===== src/rtl/core/ppt_pkg.sv =====
`timescale 1ns / 1ps
// ----------------------------------------------------------------------------
// Polled point table package
// Field widths, request and area codes, the stored entry layout, and the
// command and status bundles between the controller and the datapath.
// ----------------------------------------------------------------------------
package ppt_pkg;

    localparam int KIND_W = 1;
    localparam int AREA_W = 2;
    localparam int ADDR_W = 16;
    localparam int VAL_W  = 32;
    localparam int KEY_W  = AREA_W + ADDR_W;

    // Request kinds.
    localparam logic [KIND_W-1:0] KIND_UPDATE   = 1'b0;
    localparam logic [KIND_W-1:0] KIND_RETRIEVE = 1'b1;

    // Areas. Coils and discrete inputs lie below the first register area.
    localparam logic [AREA_W-1:0] AREA_COIL           = 2'd0;
    localparam logic [AREA_W-1:0] AREA_DISCRETE_INPUT = 2'd1;
    localparam logic [AREA_W-1:0] AREA_INPUT_REG      = 2'd2;
    localparam logic [AREA_W-1:0] AREA_HOLDING_REG    = 2'd3;

    // Result status codes.
    localparam logic STATUS_OK  = 1'b0;
    localparam logic STATUS_OOM = 1'b1;

    // One stored table entry.
    typedef struct packed {
        logic [KEY_W-1:0]        key;
        logic                    good;
        logic signed [VAL_W-1:0] value;
    } t_entry;

    // Commands from the controller to the datapath.
    typedef struct packed {
        logic load;
        logic scan;
        logic commit;
    } t_dp_cmd;

    // Status from the datapath to the controller.
    typedef struct packed {
        logic done;
        logic out_free;
    } t_dp_sts;

endpackage


===== src/rtl/core/ppt_ctrl.sv =====
`timescale 1ns / 1ps
// ----------------------------------------------------------------------------
// Polled point table controller
// Sequences one request at a time: capture, key scan, commit of the result.
// ----------------------------------------------------------------------------
module ppt_ctrl (
    input  logic              i_clk,
    input  logic              i_rst_n,
    input  logic              i_valid,
    output logic              o_stall,
    input  ppt_pkg::t_dp_sts  i_sts,
    output ppt_pkg::t_dp_cmd  o_cmd
);
    import ppt_pkg::*;

    typedef enum logic [1:0] {
        S_IDLE,
        S_SCAN,
        S_COMMIT
    } t_state;

    t_state r_state;
    logic   w_accept;

    // A new request is taken only when the previous one has been committed.
    assign o_stall  = (r_state != S_IDLE);
    assign w_accept = i_valid && !o_stall;

    always_comb begin
        o_cmd.load   = w_accept;
        o_cmd.scan   = (r_state == S_SCAN);
        o_cmd.commit = (r_state == S_COMMIT) && i_sts.out_free;
    end

    always_ff @(posedge i_clk) begin
        if (!i_rst_n) begin
            r_state <= S_IDLE;
        end else begin
            case (r_state)
                S_IDLE: begin
                    if (w_accept) begin
                        r_state <= S_SCAN;
                    end
                end
                S_SCAN: begin
                    if (i_sts.done) begin
                        r_state <= S_COMMIT;
                    end
                end
                S_COMMIT: begin
                    if (i_sts.out_free) begin
                        r_state <= S_IDLE;
                    end
                end
                default: begin
                    r_state <= S_IDLE;
                end
            endcase
        end
    end

endmodule


===== config.mk =====
export PLATFORM = sky130hd
export DESIGN_NAME = ppt_ctrl
export DESIGN_NICKNAME = d
export VERILOG_FILES = /design/src/rtl/core/ppt_pkg.sv /design/src/rtl/core/ppt_ctrl.sv
export SDC_FILE = /design/constraint.sdc
export NUM_CORES = 1
export LEC_CHECK = 0
export BUFFER_PORTS_ARGS = -buffer_cell sky130_fd_sc_hd__buf_2
export CAP_MARGIN = 20
export CORE_AREA = 8 8 45 47
export DETAILED_ROUTE_END_ITERATION = 7
export DIE_AREA = 0 0 53 55
export PLACE_DENSITY_LB_ADDON = 0.12
export SLEW_MARGIN = 0
export SYNTH_ARGS = -nofsm -noshare
export SYNTH_HDL_FRONTEND = slang
export SYNTH_SLANG_ARGS = --single-unit

===== constraint.sdc =====
create_clock -name i_clk -period 1.65 [get_ports i_clk]
set_input_delay 0.33 -clock i_clk [delete_from_list [all_inputs] [get_ports i_clk]]
set_output_delay 0.33 -clock i_clk [all_outputs]
set_load 0.02 [all_outputs]

==> results.json <==
{
  "status": "complete, no violations",
  "crit_arrival_ps": 1060,
  "critPathTopFamily": "simple AND/OR/NAND/NOR gates",
  "cp_max_fo": 6,
  "htree_num_levels": 1,
  "vdd_drop_max_mv": 0.204,
  "slowest_delay_ps": 330,
  "core_sq_um": 1380,
  "cts-resized-gates": 0,
  "ios": 9,
  "power_leakage_nw": 0.101,
  "clock_path_buffers": 2,
  "path_depth": 3,
  "async_reset_ff_share_pct": 0,
  "netlist_area_sq_um": 114,
  "cts_hold_buf": 0,
  "drive_gt1_share_pct": 45.8,
  "die-area_sq_um": 2920,
  "synthFlopType": "dfxtp_1",
  "rsz0062_at_grt": "false",
  "synth.avg_cell_area_sq_um": 8.13,
  "dieHeight_um": 55,
  "reg2regPathDepth": 2,
  "drc": 0,
  "antenna_found_initial": 0,
  "syn_nets": 19,
  "largest_register": "r_state",
  "yosysWarnings": 0,
  "critical_path.cell_chain": "or2_1 -> nor2_1 -> buf_2",
  "fmax_mhz": 719,
  "crit_slowest_cell": "dfxtp_1",
  "fin_worst_skew_ps": 0.188,
  "first_pass_iters": 2,
  "finalHoldViolations": 0,
  "vias": 136,
  "power.density_nw_per_um2": 1070,
  "crit_type": "flip-flop to output pin",
  "endpoint_kind": "output pin",
  "port_buffers": 8,
  "hold_ws_ps": 316,
  "clkTransAtPathRegs_ps": 30,
  "grt_usage_pct": 3.11,
  "crit_buf_inv": 1,
  "cts_root_buffer": "clkbuf_4",
  "grt_pass1_wl_um": 531,
  "area_growth_pct": 65.9,
  "ys_types": 10,
  "cap_violations": 0,
  "timing.final.crit_share_pct": 84.3,
  "holdPathStages": 2,
  "gp_congestion": 0.582,
  "synth_top_area_share_pct": 35.2,
  "worst_ep_required_time_ps": 1320,
  "viasPerCell": 3.40,
  "fin_tns_setup_ps": 0,
  "tightest_slew_ps": 293,
  "drt_iter0_drc": 2,
  "largest_register_ffs": 2,
  "worstSetupStartpointType": "flip-flop",
  "final_antenna_net_count": 0,
  "cts_buffers": 3,
  "synth_common_cells": "nor2_1 (3), dfxtp_1 (2), inv_1 (2)",
  "reg_top3": "r_state (2)",
  "die_width_um": 53,
  "drv_slew": 0,
  "grt_pass1_vias": 150,
  "slew_headroom_pct": 80.4,
  "rows": 14,
  "cts_sinks": 2,
  "diodes": 0,
  "min_path_type": "input pin to flip-flop",
  "period_minus_slack_ps": 1390,
  "grt_max_degree": 7,
  "synth_edf_count": 0,
  "finalSetupViolations": 0,
  "wl_um": 353,
  "synthCells": 14,
  "clk_latency_ps": 220,
  "ys_seq_area_share_pct": 35.2,
  "nets": 31,
  "yosysMostFrequentCell": "nor2_1",
  "synth_top_cell_by_area": "dfxtp_1",
  "ys_ff_latch": 2,
  "initial_core_util_pct": 8.23,
  "cts_setup_buffers": 0,
  "cts_tree": "built",
  "grt-ovfl-total": 0,
  "ys_top_cells_by_area": "dfxtp_1 (35%), and4bb_1 (11%), nor2_1 (9.9%), a2111oi_1 (8.8%), a31o_1 (7.7%)",
  "wl_per_cell_um": 8.83
}
==> final cells by class <==
type	count	area, sq um
multi-input cells	9	58.8
clock buffers	3	22.5
flip-flops and latches	2	40.0
inverters	2	7.51
fillers	167	1190
well taps	16	20.0
repair buffers	8	40.0
==> routing by layer <==
metal	track usage [%]	share of wire, %	vias up
li1	-	-	70
met3	4.01	23	0
met4	5.17	0	0
met1	1.67	34	59
met5	0	0	-
met2	3.71	43	7
==> metrics by stage <==
step	instance area, sq um	cells	utilization (%)	power (mW)	setup WS [ps]
after floorplan	114	14	-	0.0813	438
after global placement	166	37	12.0	0.0948	505
after detailed placement	166	37	12.0	0.0945	494
after CTS	189	40	13.7	0.214	242
after global routing	189	40	13.7	0.220	184
final	189	40	13.7	0.203	259
==> worst paths after layout <==
check,slack [ps],startpoint,to
worst max-delay path,260,r_state[0]$_SDFFE_PN0P_,o_cmd[2]
worst min-delay path,320,i_sts[1],r_state[0]$_SDFFE_PN0P_
worst max register to register,780,r_state[0]$_SDFFE_PN0P_,r_state[1]$_SDFFE_PN0P_
worst min register to register,480,r_state[1]$_SDFFE_PN0P_,r_state[0]$_SDFFE_PN0P_
==> placed cells by master (no fill, tap or decap) <==
master	Yosys	layout
buf_2	0	8
nor2_1	3	3
clkbuf_4	0	3
inv_1	2	2
dfxtp_1	2	2
nor2b_1	1	1
or2_1	1	1
nand2_1	1	1
and4bb_1	1	1
a31o_1	1	1
a2111oi_1	1	1
==> kinds of logic (layout without fill, tap and decap cells) <==
group / Yosys count / in the layout / synth area share (%)
simple gates: 7 / 7 / 35.2
compound gates: 2 / 2 / 16.5
buf+inv: 3 / 13 / 13.2
flops: 2 / 2 / 35.2
==> power breakdown <==
part / switching [mW] / total, mW / internal [mW]
registers: 0.00392 / 0.0562 / 0.0523
clock network: 0.0292 / 0.110 / 0.0804
logic: 0.0213 / 0.0369 / 0.0156
total: 0.0545 / 0.203 / 0.148
(Power assumes the default switching activity.)
